`config.mk`:
```
export PLATFORM = sky130hd
export DESIGN_NAME = local_maximum_peak_picker_flat
export DESIGN_NICKNAME = d
export VERILOG_FILES = /design/src/hw/rtl/lmpp_pkg.sv /design/src/hw/rtl/lmpp_if.sv /design/src/hw/rtl/lmpp_ctrl.sv /design/src/hw/rtl/lmpp_datapath.sv /design/src/hw/rtl/local_maximum_peak_picker.sv /design/src/flat_wrapper.sv
export SDC_FILE = /design/constraint.sdc
export NUM_CORES = 1
export LEC_CHECK = 0
export BUFFER_PORTS_ARGS = -buffer_cell sky130_fd_sc_hd__buf_2
export CAP_MARGIN = 20
export CORE_ASPECT_RATIO = 0.6
export CORE_MARGIN = 2
export CORE_UTILIZATION = 45
export CTS_CLUSTER_DIAMETER = 50
export DETAILED_ROUTE_END_ITERATION = 10
export PLACE_DENSITY = 0.6
export SLEW_MARGIN = 5
export SYNTH_ARGS = -nofsm -noshare
export SYNTH_HDL_FRONTEND = slang
export SYNTH_HIERARCHICAL = 1
export SYNTH_SLANG_ARGS = --single-unit
```
`constraint.sdc`:
```
create_clock -name clk -period 5.15 [get_ports clk]
set_input_delay 0 -clock clk [delete_from_list [all_inputs] [get_ports clk]]
set_output_delay 0 -clock clk [all_outputs]
set_load 0.01 [all_outputs]
```
`src/hw/rtl/lmpp_pkg.sv`:
```
// ----------------------------------------------------------------------------
// lmpp_pkg
// Shared types and default sizes for the local maximum peak picker.
// ----------------------------------------------------------------------------
package lmpp_pkg;

  localparam int POS_WIDTH_DEF    = 32;
  localparam int HEIGHT_WIDTH_DEF = 32;
  localparam int COUNT_WIDTH_DEF  = 16;

  typedef enum logic {
    ST_IDLE,
    ST_DIV
  } state_t;

  // Controller to datapath.
  typedef struct packed {
    logic take;      // input transfer happens this cycle
    logic div_step;  // advance the divider by one quotient bit
  } ctrl_cmd_t;

  // Datapath to controller.
  typedef struct packed {
    logic emit;      // the offered sample closes a peak
    logic div_last;  // the divider is on its final bit
  } dp_status_t;

endpackage

```
`src/hw/rtl/lmpp_if.sv`:
```
// ----------------------------------------------------------------------------
// lmpp_in_if / lmpp_out_if
// Valid/ready channels for samples and for peaks.
// ----------------------------------------------------------------------------
interface lmpp_in_if #(
  parameter int POS_WIDTH    = lmpp_pkg::POS_WIDTH_DEF,
  parameter int HEIGHT_WIDTH = lmpp_pkg::HEIGHT_WIDTH_DEF
) ();
  logic                    valid;
  logic                    ready;
  logic [POS_WIDTH-1:0]    x;
  logic [HEIGHT_WIDTH-1:0] y;
  logic                    first;
  logic                    last;

  modport source (output valid, output x, output y, output first, output last,
                  input ready);
  modport sink   (input valid, input x, input y, input first, input last,
                  output ready);
endinterface

interface lmpp_out_if #(
  parameter int POS_WIDTH    = lmpp_pkg::POS_WIDTH_DEF,
  parameter int HEIGHT_WIDTH = lmpp_pkg::HEIGHT_WIDTH_DEF
) ();
  logic                    valid;
  logic                    ready;
  logic [POS_WIDTH-1:0]    left_x;
  logic [POS_WIDTH-1:0]    right_x;
  logic [POS_WIDTH-1:0]    apex_x;
  logic [HEIGHT_WIDTH-1:0] apex_height;

  modport source (output valid, output left_x, output right_x, output apex_x,
                  output apex_height, input ready);
  modport sink   (input valid, input left_x, input right_x, input apex_x,
                  input apex_height, output ready);
endinterface

```
`src/hw/rtl/lmpp_ctrl.sv`:
```
// ----------------------------------------------------------------------------
// lmpp_ctrl
// Controller: input handshake, divider sequencing and output valid.
// ----------------------------------------------------------------------------
module lmpp_ctrl (
  input  logic                  clk,
  input  logic                  rst_n,
  input  logic                  in_valid,
  output logic                  in_ready,
  output logic                  out_valid,
  input  logic                  out_ready,
  input  lmpp_pkg::dp_status_t  sts,
  output lmpp_pkg::ctrl_cmd_t   cmd
);

  lmpp_pkg::state_t state_r, state_nxt;
  logic             out_valid_r, out_valid_nxt;

  always_ff @(posedge clk) begin
    if (!rst_n) begin
      state_r     <= lmpp_pkg::ST_IDLE;
      out_valid_r <= 1'b0;
    end else begin
      state_r     <= state_nxt;
      out_valid_r <= out_valid_nxt;
    end
  end

  always_comb begin
    state_nxt     = state_r;
    out_valid_nxt = out_valid_r;
    in_ready      = 1'b0;
    cmd           = '0;
    if (out_valid_r && out_ready) begin
      out_valid_nxt = 1'b0;
    end
    unique case (state_r)
      lmpp_pkg::ST_IDLE: begin
        // A sample may come in as long as the output register is free or
        // being emptied this cycle, since it may close a peak.
        in_ready = !out_valid_r || out_ready;
        cmd.take = in_valid && in_ready;
        if (cmd.take && sts.emit) begin
          state_nxt = lmpp_pkg::ST_DIV;
        end
      end
      lmpp_pkg::ST_DIV: begin
        cmd.div_step = 1'b1;
        if (sts.div_last) begin
          state_nxt     = lmpp_pkg::ST_IDLE;
          out_valid_nxt = 1'b1;
        end
      end
    endcase
  end

  assign out_valid = out_valid_r;

endmodule

```
`src/hw/rtl/lmpp_datapath.sv`:
```
// ----------------------------------------------------------------------------
// lmpp_datapath
// Peak tracking registers, result registers and a bit-serial divider for
// the mean apex position.
// ----------------------------------------------------------------------------
module lmpp_datapath #(
  parameter int POS_WIDTH    = lmpp_pkg::POS_WIDTH_DEF,
  parameter int HEIGHT_WIDTH = lmpp_pkg::HEIGHT_WIDTH_DEF,
  parameter int COUNT_WIDTH  = lmpp_pkg::COUNT_WIDTH_DEF
) (
  input  logic                    clk,
  input  logic                    rst_n,
  input  logic [POS_WIDTH-1:0]    in_x,
  input  logic [HEIGHT_WIDTH-1:0] in_y,
  input  logic                    in_first,
  input  logic                    in_last,
  input  lmpp_pkg::ctrl_cmd_t     cmd,
  output lmpp_pkg::dp_status_t    sts,
  output logic [POS_WIDTH-1:0]    out_left_x,
  output logic [POS_WIDTH-1:0]    out_right_x,
  output logic [POS_WIDTH-1:0]    out_apex_x,
  output logic [HEIGHT_WIDTH-1:0] out_apex_height
);

  localparam int SUM_W = POS_WIDTH + COUNT_WIDTH;
  localparam int CNT_W = $clog2(SUM_W);
  localparam logic [CNT_W-1:0]       CNT_LAST = CNT_W'(SUM_W - 1);
  localparam logic [COUNT_WIDTH-1:0] TIE_MAX  = '1;
  localparam logic [COUNT_WIDTH-1:0] TIE_ONE  = COUNT_WIDTH'(1);

  // Peak tracking state.
  logic [POS_WIDTH-1:0]    start_r, start_nxt;
  logic [POS_WIDTH-1:0]    end_r, end_nxt;
  logic                    ev_r, ev_nxt;
  logic [POS_WIDTH-1:0]    prev_pos_r, prev_pos_nxt;
  logic [HEIGHT_WIDTH-1:0] prev_h_r, prev_h_nxt;
  logic [SUM_W-1:0]        sum_r, sum_nxt;
  logic [HEIGHT_WIDTH-1:0] level_r, level_nxt;
  logic [COUNT_WIDTH-1:0]  tie_r, tie_nxt;

  // Result and divider registers.
  logic [POS_WIDTH-1:0]    left_r, right_r;
  logic [HEIGHT_WIDTH-1:0] height_r;
  logic [SUM_W-1:0]        quo_r, quo_nxt;
  logic [COUNT_WIDTH-1:0]  rem_r, rem_nxt;
  logic [COUNT_WIDTH-1:0]  dvs_r;
  logic [CNT_W-1:0]        cnt_r, cnt_nxt;

  logic                    tie_nz;
  logic [POS_WIDTH-1:0]    start1, end1;
  logic                    ev1;
  logic                    emit;
  logic [COUNT_WIDTH:0]    trial;
  logic [COUNT_WIDTH:0]    diff;

  always_comb begin
    tie_nz = (tie_r != '0);
    start1 = (!tie_nz && in_y <= prev_h_r) ? in_x : start_r;
    if (tie_nz && in_y < prev_h_r) begin
      end1 = in_x;
      ev1  = 1'b1;
    end else begin
      end1 = end_r;
      ev1  = ev_r;
    end
    emit = !in_first && tie_nz && ev1 && (in_y >= prev_h_r || in_last);

    start_nxt    = start1;
    end_nxt      = end1;
    ev_nxt       = ev1;
    sum_nxt      = sum_r;
    level_nxt    = level_r;
    tie_nxt      = tie_r;
    prev_pos_nxt = in_x;
    prev_h_nxt   = in_y;

    priority if (in_first) begin
      start_nxt = in_x;
      end_nxt   = '0;
      ev_nxt    = 1'b0;
      sum_nxt   = '0;
      level_nxt = '0;
      tie_nxt   = '0;
    end else if (emit) begin
      // The next peak opens at the previous sample with this one as apex.
      start_nxt = prev_pos_r;
      tie_nxt   = TIE_ONE;
      level_nxt = in_y;
      sum_nxt   = SUM_W'(in_x);
      ev_nxt    = 1'b0;
      end_nxt   = '0;
    end else if (in_y > level_r) begin
      tie_nxt   = TIE_ONE;
      level_nxt = in_y;
      sum_nxt   = SUM_W'(in_x);
      ev_nxt    = 1'b0;
      end_nxt   = '0;
    end else if (in_y == level_r) begin
      if (tie_r != TIE_MAX) begin
        sum_nxt = sum_r + SUM_W'(in_x);
        tie_nxt = tie_r + TIE_ONE;
      end
    end
  end

  // Restoring division, one quotient bit per cycle, quotient shifted in
  // place of the dividend.
  always_comb begin
    trial   = {rem_r, quo_r[SUM_W-1]};
    diff    = trial - {1'b0, dvs_r};
    quo_nxt = quo_r;
    rem_nxt = rem_r;
    cnt_nxt = cnt_r;
    if (cmd.take && emit) begin
      quo_nxt = sum_r;
      rem_nxt = '0;
      cnt_nxt = CNT_LAST;
    end else if (cmd.div_step) begin
      if (trial >= {1'b0, dvs_r}) begin
        rem_nxt = diff[COUNT_WIDTH-1:0];
        quo_nxt = {quo_r[SUM_W-2:0], 1'b1};
      end else begin
        rem_nxt = trial[COUNT_WIDTH-1:0];
        quo_nxt = {quo_r[SUM_W-2:0], 1'b0};
      end
      cnt_nxt = cnt_r - CNT_W'(1);
    end
  end

  always_ff @(posedge clk) begin
    if (!rst_n) begin
      start_r    <= '0;
      end_r      <= '0;
      ev_r       <= 1'b0;
      prev_pos_r <= '0;
      prev_h_r   <= '0;
      sum_r      <= '0;
      level_r    <= '0;
      tie_r      <= '0;
    end else if (cmd.take) begin
      start_r    <= start_nxt;
      end_r      <= end_nxt;
      ev_r       <= ev_nxt;
      prev_pos_r <= prev_pos_nxt;
      prev_h_r   <= prev_h_nxt;
      sum_r      <= sum_nxt;
      level_r    <= level_nxt;
      tie_r      <= tie_nxt;
    end
  end

  always_ff @(posedge clk) begin
    if (cmd.take && emit) begin
      left_r   <= start1;
      right_r  <= end1;
      height_r <= level_r;
      dvs_r    <= tie_r;
    end
    quo_r <= quo_nxt;
    rem_r <= rem_nxt;
    cnt_r <= cnt_nxt;
  end

  assign sts.emit        = emit;
  assign sts.div_last    = (cnt_r == '0);
  assign out_left_x      = left_r;
  assign out_right_x     = right_r;
  assign out_apex_x      = quo_r[POS_WIDTH-1:0];
  assign out_apex_height = height_r;

endmodule

```
`src/hw/rtl/local_maximum_peak_picker.sv`:
```
// ----------------------------------------------------------------------------
// local_maximum_peak_picker
// Streams spectrum samples and reports each local-maximum peak with its
// boundaries, mean apex position and apex height.
//
//   Channel   Dir  Fields                                   Handshake
//   in_chan   in   x, y, first, last                        valid/ready
//   out_chan  out  left_x, right_x, apex_x, apex_height     valid/ready
//
// A sample that closes no peak does not hold off the input. A sample that
// closes a peak starts the bit-serial divider for the mean apex position,
// which develops a quotient of POS_WIDTH + COUNT_WIDTH bits (48 by default);
// the input is held off until the quotient is in the output register.
// Reset is synchronous and clears the tracking state to zero. A peak waiting
// on a stalled output holds off every sample, since the next one may close
// another peak; the input reopens in the cycle the waiting peak is taken.
// ----------------------------------------------------------------------------
module local_maximum_peak_picker #(
  parameter int POS_WIDTH    = lmpp_pkg::POS_WIDTH_DEF,
  parameter int HEIGHT_WIDTH = lmpp_pkg::HEIGHT_WIDTH_DEF,
  parameter int COUNT_WIDTH  = lmpp_pkg::COUNT_WIDTH_DEF
) (
  input logic       clk,
  input logic       rst_n,
  lmpp_in_if.sink   in_chan,
  lmpp_out_if.source out_chan
);

  lmpp_pkg::ctrl_cmd_t  cmd;
  lmpp_pkg::dp_status_t sts;

  lmpp_ctrl u_ctrl (
    .clk       (clk),
    .rst_n     (rst_n),
    .in_valid  (in_chan.valid),
    .in_ready  (in_chan.ready),
    .out_valid (out_chan.valid),
    .out_ready (out_chan.ready),
    .sts       (sts),
    .cmd       (cmd)
  );

  lmpp_datapath #(
    .POS_WIDTH    (POS_WIDTH),
    .HEIGHT_WIDTH (HEIGHT_WIDTH),
    .COUNT_WIDTH  (COUNT_WIDTH)
  ) u_dp (
    .clk             (clk),
    .rst_n           (rst_n),
    .in_x            (in_chan.x),
    .in_y            (in_chan.y),
    .in_first        (in_chan.first),
    .in_last         (in_chan.last),
    .cmd             (cmd),
    .sts             (sts),
    .out_left_x      (out_chan.left_x),
    .out_right_x     (out_chan.right_x),
    .out_apex_x      (out_chan.apex_x),
    .out_apex_height (out_chan.apex_height)
  );

endmodule

```
`src/flat_wrapper.sv`:
```
// flat-port wrapper written by rule: the top's interface ports become plain ports
module local_maximum_peak_picker_flat 
#(
  parameter int POS_WIDTH    = lmpp_pkg::POS_WIDTH_DEF,
  parameter int HEIGHT_WIDTH = lmpp_pkg::HEIGHT_WIDTH_DEF,
  parameter int COUNT_WIDTH  = lmpp_pkg::COUNT_WIDTH_DEF
)
  (clk, rst_n, in_chan_valid, in_chan_x, in_chan_y, in_chan_first, in_chan_last, in_chan_ready, out_chan_valid, out_chan_left_x, out_chan_right_x, out_chan_apex_x, out_chan_apex_height, out_chan_ready);
  lmpp_in_if #(.POS_WIDTH(POS_WIDTH), .HEIGHT_WIDTH(HEIGHT_WIDTH)) in_chan_i ();
  lmpp_out_if #(.POS_WIDTH(POS_WIDTH), .HEIGHT_WIDTH(HEIGHT_WIDTH)) out_chan_i ();
  input logic clk;
  input logic rst_n;
  input wire logic [$bits(in_chan_i.valid)-1:0] in_chan_valid;
  input wire logic [$bits(in_chan_i.x)-1:0] in_chan_x;
  input wire logic [$bits(in_chan_i.y)-1:0] in_chan_y;
  input wire logic [$bits(in_chan_i.first)-1:0] in_chan_first;
  input wire logic [$bits(in_chan_i.last)-1:0] in_chan_last;
  output wire logic [$bits(in_chan_i.ready)-1:0] in_chan_ready;
  output wire logic [$bits(out_chan_i.valid)-1:0] out_chan_valid;
  output wire logic [$bits(out_chan_i.left_x)-1:0] out_chan_left_x;
  output wire logic [$bits(out_chan_i.right_x)-1:0] out_chan_right_x;
  output wire logic [$bits(out_chan_i.apex_x)-1:0] out_chan_apex_x;
  output wire logic [$bits(out_chan_i.apex_height)-1:0] out_chan_apex_height;
  input wire logic [$bits(out_chan_i.ready)-1:0] out_chan_ready;
  assign in_chan_i.valid = in_chan_valid;
  assign in_chan_i.x = in_chan_x;
  assign in_chan_i.y = in_chan_y;
  assign in_chan_i.first = in_chan_first;
  assign in_chan_i.last = in_chan_last;
  assign in_chan_ready = in_chan_i.ready;
  assign out_chan_valid = out_chan_i.valid;
  assign out_chan_left_x = out_chan_i.left_x;
  assign out_chan_right_x = out_chan_i.right_x;
  assign out_chan_apex_x = out_chan_i.apex_x;
  assign out_chan_apex_height = out_chan_i.apex_height;
  assign out_chan_i.ready = out_chan_ready;
  local_maximum_peak_picker #(.POS_WIDTH(POS_WIDTH), .HEIGHT_WIDTH(HEIGHT_WIDTH), .COUNT_WIDTH(COUNT_WIDTH)) u_core (.clk(clk), .rst_n(rst_n), .in_chan(in_chan_i), .out_chan(out_chan_i));
endmodule
```
Word level (Yosys, flattened, before mapping). Index checks and enable logic that the tools add are counted.

$add $sub $neg: 4. Magnitude comparators: 5. Equality and inequality tests: 2. Mux-type cells: 37. Bitwise gates (word level): 1. Reductions and logical operators: 22.

Operator list (count): $mux W48 (7); $mux W32 (10); $mux W16 (6); $add A48 B32 Y48 (1); $eq A32 B32 Y1 (1); $ge A32 B32 Y1 (1); $gt A32 B32 Y1 (1); $le A32 B32 Y1 (1); $lt A32 B32 Y1 (1); $ge A17 B16 Y1 (1); $add A16 B1 Y16 const B (1); $ne A16 B16 Y1 const B (1); $reduce_bool A16 Y1 (1); $sub A16 B16 Y16 (1); $mux W1 (13); $logic_and A1 B1 Y1 (9); $reduce_bool A4 Y1 (2); $logic_not A6 Y1 (1); $sub A6 B1 Y6 const B (1); $logic_not A1 Y1 (3); $reduce_and A3 Y1 (1); $reduce_bool A3 Y1 (1); $logic_or A1 B1 Y1 (2); $pmux W1 S2 (1); other kinds (3) (3).

Flip-flop bits (word level): 409. Input port bits: 70.

Logic depth before layout (Yosys ltp). Gate-level depths: netlist of the first run.

Depth in word-level cells: 8. Depth in mapped cells: 15. Depth with buffers taken out: 13.

Cells and area by module. The synthesis of the first run kept the hierarchy.

Modules (own cells, without submodules): lmpp_datapath (instances 1, cells each 2060, area an instance 20674.8 um^2, seq. area each 9749.4 um^2); lmpp_ctrl (instances 1, cells each 12, area an instance 115.1 um^2, seq. area each 40.0 um^2).

Worst setup path after synthesis of the first run. Ideal clock, no wire load.

Kind: register to register. Start: register u_core.u_dp.prev_h_r[17]. End: register u_core.u_dp.dvs_r[0] (enable). Library setup time: 0.424 ns. Arrival: 3.891 ns. Setup slack: 0.835 ns. Cell stages (with the launch flop): 14. Path buffers: 2. Period minus slack after synthesis: 4.315 ns. Cell sequence: dfxtp_1 inv_1 ha_1 a21oi_1 o21ai_1 a2111o_1 o31ai_1 a21oi_1 or3_1 inv_2 nand2_2 inv_2 buf_6 buf_2.

Cells in the longest elaborated chain, start to end: 6. Elaborated cells between the ends (all ways): 8. Those cells by class: 2 x order compare; 1 x mux; 5 x reduce/logical.

RTL lines: from (decl) (RTL line lmpp_datapath.sv:36) `logic [HEIGHT_WIDTH-1:0] prev_h_r, prev_h_nxt;`; from (signal assigned) (RTL line lmpp_datapath.sv:145) `prev_h_r <= prev_h_nxt;`; $lt A32 B32 Y1 (RTL line lmpp_datapath.sv:59) `if (tie_nz && in_y < prev_h_r) begin`; $logic_and A1 B1 Y1 (RTL line lmpp_datapath.sv:59); $mux W1 (RTL line lmpp_datapath.sv:59); $logic_and A1 B1 Y1 (RTL line lmpp_datapath.sv:66) `emit = !in_first && tie_nz && ev1 && (in_y >= prev_h_r || in_last);`; $logic_and A1 B1 Y1 * (RTL line lmpp_datapath.sv:66); net u_core.u_dp.emit (RTL line lmpp_datapath.sv:52) `logic emit;`; $logic_and A1 B1 Y1 * (RTL line lmpp_datapath.sv:153) `if (cmd.take && emit) begin`; to (signal assigned) (RTL line lmpp_datapath.sv:157) `dvs_r <= tie_r;`; to (decl) (RTL line lmpp_datapath.sv:46) `logic [COUNT_WIDTH-1:0] dvs_r;`.

The timed path passes the listed nets; every way through them passes the cells marked *. A chain may end at the register's enable or synchronous reset.

==> PnR_summary.wiki, run 1 <==
{| class="wikitable"
! Metric !! Value
|-
| Post-Route Hold Slack || between 0.2 and 0.3 ns
|-
| Cell count of the worst hold path || 5
|-
| Post-synth top area share || 23.98%
|-
| Cell area after technology mapping || 0.02079 mm^2
|-
| End point of the critical path || u_core/u_dp/out_apex_height[1]$_DFFE_PP_
|-
| Number of placement rows || 60
|-
| Combinational fraction of design power || 20.4%
|-
| Power density normalized to cell area || 342.7 mW/mm^2
|-
| Grt ovf || 0
|-
| Largest fanout on the critical path || 52
|-
| Placed instance count || 2,777
|-
| Post-synth EDFFs || 160
|-
| Setup TNS after final layout || 0 ns
|-
| H-tree depth || 2
|-
| Setup Slack @ Placement || slightly above 1 ns
|-
| Final hold vios || 0
|-
| Die area || 0.04799 mm^2
|-
| Share of cells above drive strength 1 || 18.93%
|-
| Sequential element share of the synthesized area || 47.09%
|-
| Max-slew headroom || a little over a third
|-
| Ranking of synthesized cells by area || dfxtp_1 24%, edfxtp_1 23%, ha_1 7.0%
|-
| Most common cell type on the critical path || o21ai_0
|-
| Clock Pin Slew Worst Setup and Hold Paths || 0.06 ns
|-
| Vias after detailed routing || about 16,000
|-
| Number of endpoints failing setup at the final stage || 0
|-
| Count of pins over their slew limit || 0
|-
| Average wire per cell in the routed design || approximately 19 um
|-
| Number of antenna cells inserted || 0
|-
| Count of nets after finishing || 2,458
|-
| Min-delay worst type || input port to register
|-
| Antenna-violating nets left || 0
|-
| Clk root buf || clkbuf_16
|-
| Number of distinct library cells after synthesis || 82
|-
| RSZ-0062 raised after global routing || false
|-
| Cell depth of the worst flop-to-flop path || 12
|-
| Final Routed Wirelength || 55,280 um
|-
| Syn_area_per_cell || approximately 10 um^2
|-
| Overall global routing resource usage || 22.72%
|-
| Worst setup SP type || register
|-
| Max frequency || 244.6 MHz
|-
| Static leakage power || approximately 9.6 nW
|-
| Initial core utilization || between 40% and 50%
|-
| Post-route clock skew || 0.02408 ns
|-
| Clock tree sinks || 409
|-
| Top flip-flop cell by instance count after synthesis || dfxtp_1
|-
| Number of buffer cells added on primary ports || 199
|-
| Longest individual stage delay on the worst path || 0.64 ns
|-
| Internal Dissipation || 5.861 mW
|-
| Max clock buf depth || 3
|-
| Gate Count Post-Synth || just over 2,000
|-
| Nets in the synthesized netlist || 2,260
|-
| Register bit count reported by yosys || 409
|-
| Setup slack after layout || 1.062 ns
|-
| Launch point of the worst path || u_core/u_dp/prev_h_r[23]$_SDFFE_PN0P_
|-
| Count of synthesis-stage warnings from yosys || 6
|-
| Data required time at the worst endpoint || 5.33 ns
|-
| Gpl congestion || 0.8937
|-
| Vias per std cell || 5.559
|-
| Number of antenna violations at the first check in global routing || 0
|-
| Critical-path cell list || inv_1, ha_1, nand2_1, o21ai_0, a21oi_1, o21ai_0, nor3_1, or3_2, inv_2, nand2_2, inv_6, buf_4
|-
| Area leader, netlist || dfxtp_1
|-
| Hold Buf Count CTS || 69
|-
| First-pass GRT wire length || 87,010 um
|-
| Net Switching || between 2 and 2.5 mW
|-
| Post-route minimum period || 4.088 ns
|-
| Most frequent cells in the layout || 249 x nor2_1, 249 x dfxtp_1, 199 x buf_2
|-
| Top Ports || 200
|-
| Final cycle utilization of the critical path || 79.38%
|-
| Startpoint of the lowest-slack register-to-register path || u_core/u_dp/prev_h_r[23]$_SDFFE_PN0P_
|-
| Net switching fraction of the power || 29.03%
|-
| Endpoint kind of the worst setup timing path || register
|-
| Area inside the core boundary || 0.04519 mm^2
|-
| Part of the total power dissipated in the clock network || 35.3%
|-
| Vertical extent of the die || 170.5 um
|-
| CTS-repair resized insts || 0
|-
| Dpl hpwl || approximately 38,000 um
|-
| Total clock buffers created by CTS || about 40
|-
| Buffers inserted during post-CTS setup optimization || 0
|-
| CP Class || register to register
|-
| Slew at the pin with the worst max-slew slack || 0.9536 ns
|-
| Area delta synth->final || 15.93%
|-
| Power share of the sequential group || 44.4%
|-
| Slowest cell on the critical path || o21ai_0
|-
| Worst EP arrival || 4.27 ns
|-
| DRC violations left || 0
|-
| Cell Count, Final, Fillers Out || 2,923
|-
| Share of synthesized flip-flops with an asynchronous set or reset || 0%
|-
| Length of the first detailed-routing pass in iterations || 5
|-
| Number of design-rule violations left by the first detailed-router iteration || 1,469
|-
| Outcome || complete, no violations
|-
| Clock latency at the later pin of the worst-skew pair || 0.56 ns
|-
| Setup slack on the worst flop-to-flop path || approximately 1.1 ns
|-
| Die Width || 281.5 um
|-
| TritonCTS clock tree || yes
|-
| Max-cap violations || 0
|-
| Endpoint of the worst-slack reg-to-reg timing path || u_core/u_dp/out_apex_height[1]$_DFFE_PP_
|-
| Pin count of the biggest net entering global routing || 97
|-
| IR drop worst, VDD || approximately 0.00024 V
|-
| Via count of the first global-routing pass || ~15,000
|}
[critical path: cells and delay by family, from the launching register on]
kind            cells  cell delay (ns)
flops               1             0.33
buf+inv             4             1.10
compound gates      3             0.97
simple gates        4             0.97
fa+ha+maj           1             0.30
[worst min-delay path by stage]
stage                  startpoint                                   to  slack (ns)
floorplan                   rst_n   u_core/u_ctrl/out_valid$_SDFF_PN0_        0.12
global placement     in_chan_y[0]  u_core/u_dp/level_r[0]$_SDFFE_PN0P_        0.27
detailed placement   in_chan_y[0]  u_core/u_dp/level_r[0]$_SDFFE_PN0P_        0.28
CTS                 in_chan_first   u_core/u_dp/sum_r[10]$_SDFFE_PN0P_        0.23
global route        in_chan_first    u_core/u_dp/cnt_r[3]$_SDFFE_PP1P_        0.28
finish              in_chan_first    u_core/u_dp/end_r[1]$_SDFFE_PN0P_        0.26
[metrics by stage]
| step | total power, mW | instance area, um^2 | util, % |
|---|---|---|---|
| 2_1_floorplan | 4.928 | 20790 | - |
| 3_3_place_gp | 5.322 | 22100 | 48.90 |
| 3_5_place_dp | 5.357 | 22100 | 48.90 |
| 4_1_cts | 8.323 | 24070 | 53.27 |
| 5_1_grt | 8.677 | 24100 | 53.33 |
| 6_report | 8.259 | 24100 | 53.33 |
[cells by family after synthesis]
| family | Yosys count | synth area share, % |
|---|---|---|
| simple gates | 583 | 12.58 |
| compound gates | 469 | 15.38 |
| flops | 409 | 47.09 |
| buf+inv | 250 | 5.513 |
| mux | 199 | 10.42 |
| fa+ha+maj | 118 | 7.174 |
| xor+xnor | 44 | 1.854 |
[cells in the mapped netlist (32+ instances only)]
| cell type | number |
|---|---|
| nand3_1 | 32 |
| ha_1 | 116 |
| clkbuf_1 | 67 |
| mux2i_1 | 87 |
| nand2_1 | 144 |
| buf_4 | 36 |
| nor2_1 | 252 |
| edfxtp_1 | 160 |
| dfxtp_1 | 249 |
| o21ai_0 | 90 |
| a21oi_1 | 111 |
| a41oi_1 | 36 |
| inv_1 | 106 |
| nor2b_1 | 35 |
| mux2_2 | 101 |
[state kept, by name, summed over array words and instances (netlist names), 6 cells and up]
register	cells
u_core/u_dp/cnt_r	6
u_core/u_dp/dvs_r	16
u_core/u_dp/end_r	32
u_core/u_dp/level_r	32
u_core/u_dp/out_apex_height	32
u_core/u_dp/out_left_x	32
u_core/u_dp/out_right_x	32
u_core/u_dp/prev_h_r	32
u_core/u_dp/prev_pos_r	32
u_core/u_dp/quo_r	48
u_core/u_dp/rem_r	16
u_core/u_dp/start_r	32
u_core/u_dp/sum_r	48
u_core/u_dp/tie_r	16
[layer usage]
metal | wire length (um) | GRT usage [%] | vias to the layer above
met5 | 0 | 0 | -
met4 | 944 | 4.949 | 0
met3 | 2825 | 3.332 | 72
met2 | 24270 | 35.15 | 447
met1 | 27240 | 33.60 | 7842
li1 | - | - | 7888
[power groups by stage]
stage / Clock, mW / Combinational [mW] / Sequential (mW)
floorplan: 0 / 1.24 / 3.69
global placement: 0 / 1.59 / 3.73
detailed placement: 0 / 1.62 / 3.73
CTS: 2.98 / 1.68 / 3.66
global route: 3.12 / 1.88 / 3.69
finish: 2.91 / 1.68 / 3.67
[area by class of cell]
type / count / area, um^2
Fill cell: 4098 / 21090
Multi-Input combinational cell: 1413 / 9896
Sequential cell: 409 / 9789
Timing Repair Buffer: 296 / 1942
Clock buffer: 61 / 1145
Tap cell: 620 / 775.7
Inverter: 109 / 416.7
Clock inverter: 15 / 137.6
Note: power is estimated with default switching activity, not from simulation.
==> inputs of run 2 (changes only) <==
--- a/config.mk
+++ b/config.mk
@@ -12,7 +12,7 @@
 export CORE_UTILIZATION = 45
 export CTS_CLUSTER_DIAMETER = 50
 export DETAILED_ROUTE_END_ITERATION = 10
-export PLACE_DENSITY = 0.6
+export PLACE_DENSITY = 0.63
 export SLEW_MARGIN = 5
 export SYNTH_ARGS = -nofsm -noshare
 export SYNTH_HDL_FRONTEND = slang
==> constraint.sdc (replaced) <==
create_clock -name clk -period 3.5 [get_ports clk]
set_input_delay 0 -clock clk [delete_from_list [all_inputs] [get_ports clk]]
set_output_delay 0 -clock clk [all_outputs]
set_load 0.01 [all_outputs]
==> run 2 against run 1 <==
Net effect: cell area increased by 2.9%; utilization grew 1.6 points; critical path depth unchanged; largest cell class unchanged; clock power grew 51%; routed wire length increased by 4.0%; total power up 50%; largest power group unchanged; critical endpoint is now u_core/u_dp/sum_r[36]$_SDFFE_PN0P_; hold slack worse by 0.21 ns.
==> PnR_summary.wiki, run 2 (synthesis results as in run 1) <==
{| class="wikitable"
! Metric !! Value
|-
| Net Switching || 3.588 mW
|-
| Max-cap violations || 0
|-
| IR drop worst, VDD || 0.0002807 V
|-
| Part of the total power dissipated in the clock network || 35.3%
|-
| Number of placement rows || 60
|-
| Max clock buf depth || 3
|-
| Area after detailed placement || 0.02257 mm^2
|-
| Number of buffer cells added on primary ports || 199
|-
| TritonCTS clock tree || yes
|-
| Most frequent cells in the layout || 249 x nor2_1, 248 x dfxtp_1, 199 x buf_2
|-
| Largest fanout on the critical path || 12
|-
| Internal Dissipation || 8.831 mW
|-
| Grt ovf || 0
|-
| Count of nets after finishing || 2,504
|-
| Average wire per cell in the routed design || ~19 um
|-
| Number of endpoints failing setup at the final stage || 0
|-
| Setup TNS after final layout || 0 ns
|-
| Data required time at the worst endpoint || 3.94 ns
|-
| Total clock buffers created by CTS || 40
|-
| First-pass GRT wire length || 88,910 um
|-
| Number of design-rule violations left by the first detailed-router iteration || 1,558
|-
| Vias per std cell || 5.590
|-
| Dpl hpwl || between 30,000 and 40,000 um
|-
| Overall global routing resource usage || 23.38%
|-
| Initial core utilization || 46.00%
|-
| Clock tree sinks || 409
|-
| Die area || 0.04799 mm^2
|-
| Static leakage power || 9.946 nW
|-
| Worst EP arrival || 3.80 ns
|-
| H-tree depth || 2
|-
| Number of antenna violations at the first check in global routing || 2
|-
| RSZ-0062 raised after global routing || false
|-
| Clk root buf || clkbuf_16
|-
| Vias after detailed routing || 16,596
|-
| Outcome || complete, no violations
|-
| Post-Route Hold Slack || 0.05487 ns
|-
| CP Class || register to register
|-
| Area delta synth->final || 19.33%
|-
| Post-route clock skew || around 0.025 ns
|-
| Final hold vios || 0
|-
| Endpoint kind of the worst setup timing path || register
|-
| Antenna-violating nets left || 0
|-
| Clock latency at the later pin of the worst-skew pair || 0.55 ns
|-
| Net switching fraction of the power || 28.89%
|-
| Combinational fraction of design power || 21.3%
|-
| Biggest regs || u_core/u_dp/quo_r: 48 flops, u_core/u_dp/sum_r: 48 flops
|-
| Via count of the first global-routing pass || approximately 16,000
|-
| Clock Pin Slew Worst Setup and Hold Paths || 0.06 ns
|-
| Share of cells above drive strength 1 || 21.12%
|-
| Pin count of the biggest net entering global routing || 82
|-
| Slew at the pin with the worst max-slew slack || 1.058 ns
|-
| Final Routed Wirelength || 57,500 um
|-
| Die Width || 281.5 um
|-
| Max-slew headroom || 29.38%
|-
| Vertical extent of the die || 170.5 um
|-
| Min-delay worst type || input port to register
|-
| Worst setup SP type || register
|-
| Top Ports || 200
|-
| Power share of the sequential group || a little over two fifths
|-
| Final standard cell area without fillers || 0.02481 mm^2
|-
| Post-route minimum period || 3.357 ns
|-
| Most common cell after layout, fill and taps aside || nor2_1
|-
| Final cycle utilization of the critical path || 95.92%
|-
| Max frequency || 297.9 MHz
|-
| DRC violations left || 0
|-
| Gpl congestion || just under 0.9
|-
| Area inside the core boundary || 0.04519 mm^2
|-
| Power density normalized to cell area || 500.6 mW/mm^2
|-
| Length of the first detailed-routing pass in iterations || 5
|-
| Count of pins over their slew limit || 0
|}
-- run 2: cell count changes in the layout (fill, tap and decap cells not counted), sizes merged --
cell,change
clkbuf,-6
diode,+1
clkinvlp,+2
bufinv,+2
buf,+44
clkinv,+3
dlygate4sd3,-1
inv,+1
-- run 2: per-stage QoR --
| step | cells | power (mW) | setup slack [ns] | util (%) |
|---|---|---|---|---|
| after CTS | 2959 | 12.46 | 0.06126 | 54.36 |
| after global placement | 2817 | 7.941 | 0.04849 | 49.95 |
| after detailed placement | 2817 | 8.007 | -0.01556 | 49.95 |
| final | 2969 | 12.42 | 0.1429 | 54.89 |
| after floorplan | 2072 | 7.250 | 0.02570 | - |
| after global routing | 2968 | 13.05 | 0.02207 | 54.89 |
-- run 2: path summary, 6_finish.rpt --
| path | from | end | slack [ns] | cells after the start |
|---|---|---|---|---|
| hold / removal | in_chan_first | u_core/u_dp/start_r[24]$_SDFFE_PN0P_ | 0.05 | 4 |
| setup reg to reg | u_core/u_dp/sum_r[0]$_SDFFE_PN0P_ | u_core/u_dp/sum_r[36]$_SDFFE_PN0P_ | 0.14 | 12 |
| setup / recovery | u_core/u_dp/sum_r[0]$_SDFFE_PN0P_ | u_core/u_dp/sum_r[36]$_SDFFE_PN0P_ | 0.14 | 12 |
| hold reg to reg | u_core/u_dp/level_r[9]$_SDFFE_PN0P_ | u_core/u_dp/out_apex_height[9]$_DFFE_PP_ | 0.46 | 0 |
-- run 2: power by group through the flow --
stage / Clock, mW / Combinational (mW) / Sequential [mW]
detailed placement: 0 / 2.52 / 5.49
global placement: 0 / 2.46 / 5.48
global route: 4.69 / 2.94 / 5.42
finish: 4.39 / 2.64 / 5.39
floorplan: 0 / 1.82 / 5.43
CTS: 4.48 / 2.59 / 5.39
-- run 2: timing repair --
item                                    4_1_cts  5_1_grt
hold buffers                                 68        0
setup buffers                                 0        4
pin swaps                                     1       10
cloned                                        0        5
hold endpoints to repair                    218        0
endpoints found under the setup margin       65      250
resized for setup                             1       23
-- run 2: final cells by class --
| cell class | instances | area, um^2 |
|---|---|---|
| Fill cell | 4076 | 20380 |
| Multi-Input combinational cell | 1413 | 9983 |
| Sequential cell | 409 | 9791 |
| Timing Repair Buffer | 342 | 2522 |
| Clock buffer | 52 | 1109 |
| Tap cell | 620 | 775.7 |
| Inverter | 109 | 419.2 |
| Clock inverter | 22 | 197.7 |
| Timing Repair inverter | 1 | 8.758 |
| Antenna cell | 1 | 2.502 |
-- run 2: worst max-delay path, stage by stage (launching register included) --
cell and delay, ns:
dfxtp_1 0.40, ha_1 0.24, inv_1 0.07, fa_1 0.41
nand2b_1 0.19, a21oi_1 0.27, o21ai_0 0.20, o21a_1 0.23
o22ai_1 0.27, o211a_1 0.28, and3_4 0.30, a31oi_1 0.12
a311oi_1 0.27
-- run 2: per-layer routing --
layer	vias to the layer above	routed length (um)	track usage, %
li1	7978	-	-
met1	7993	27000	33.97
met2	537	25480	36.21
met3	86	3786	3.946
met4	2	1222	5.735
met5	-	8	0
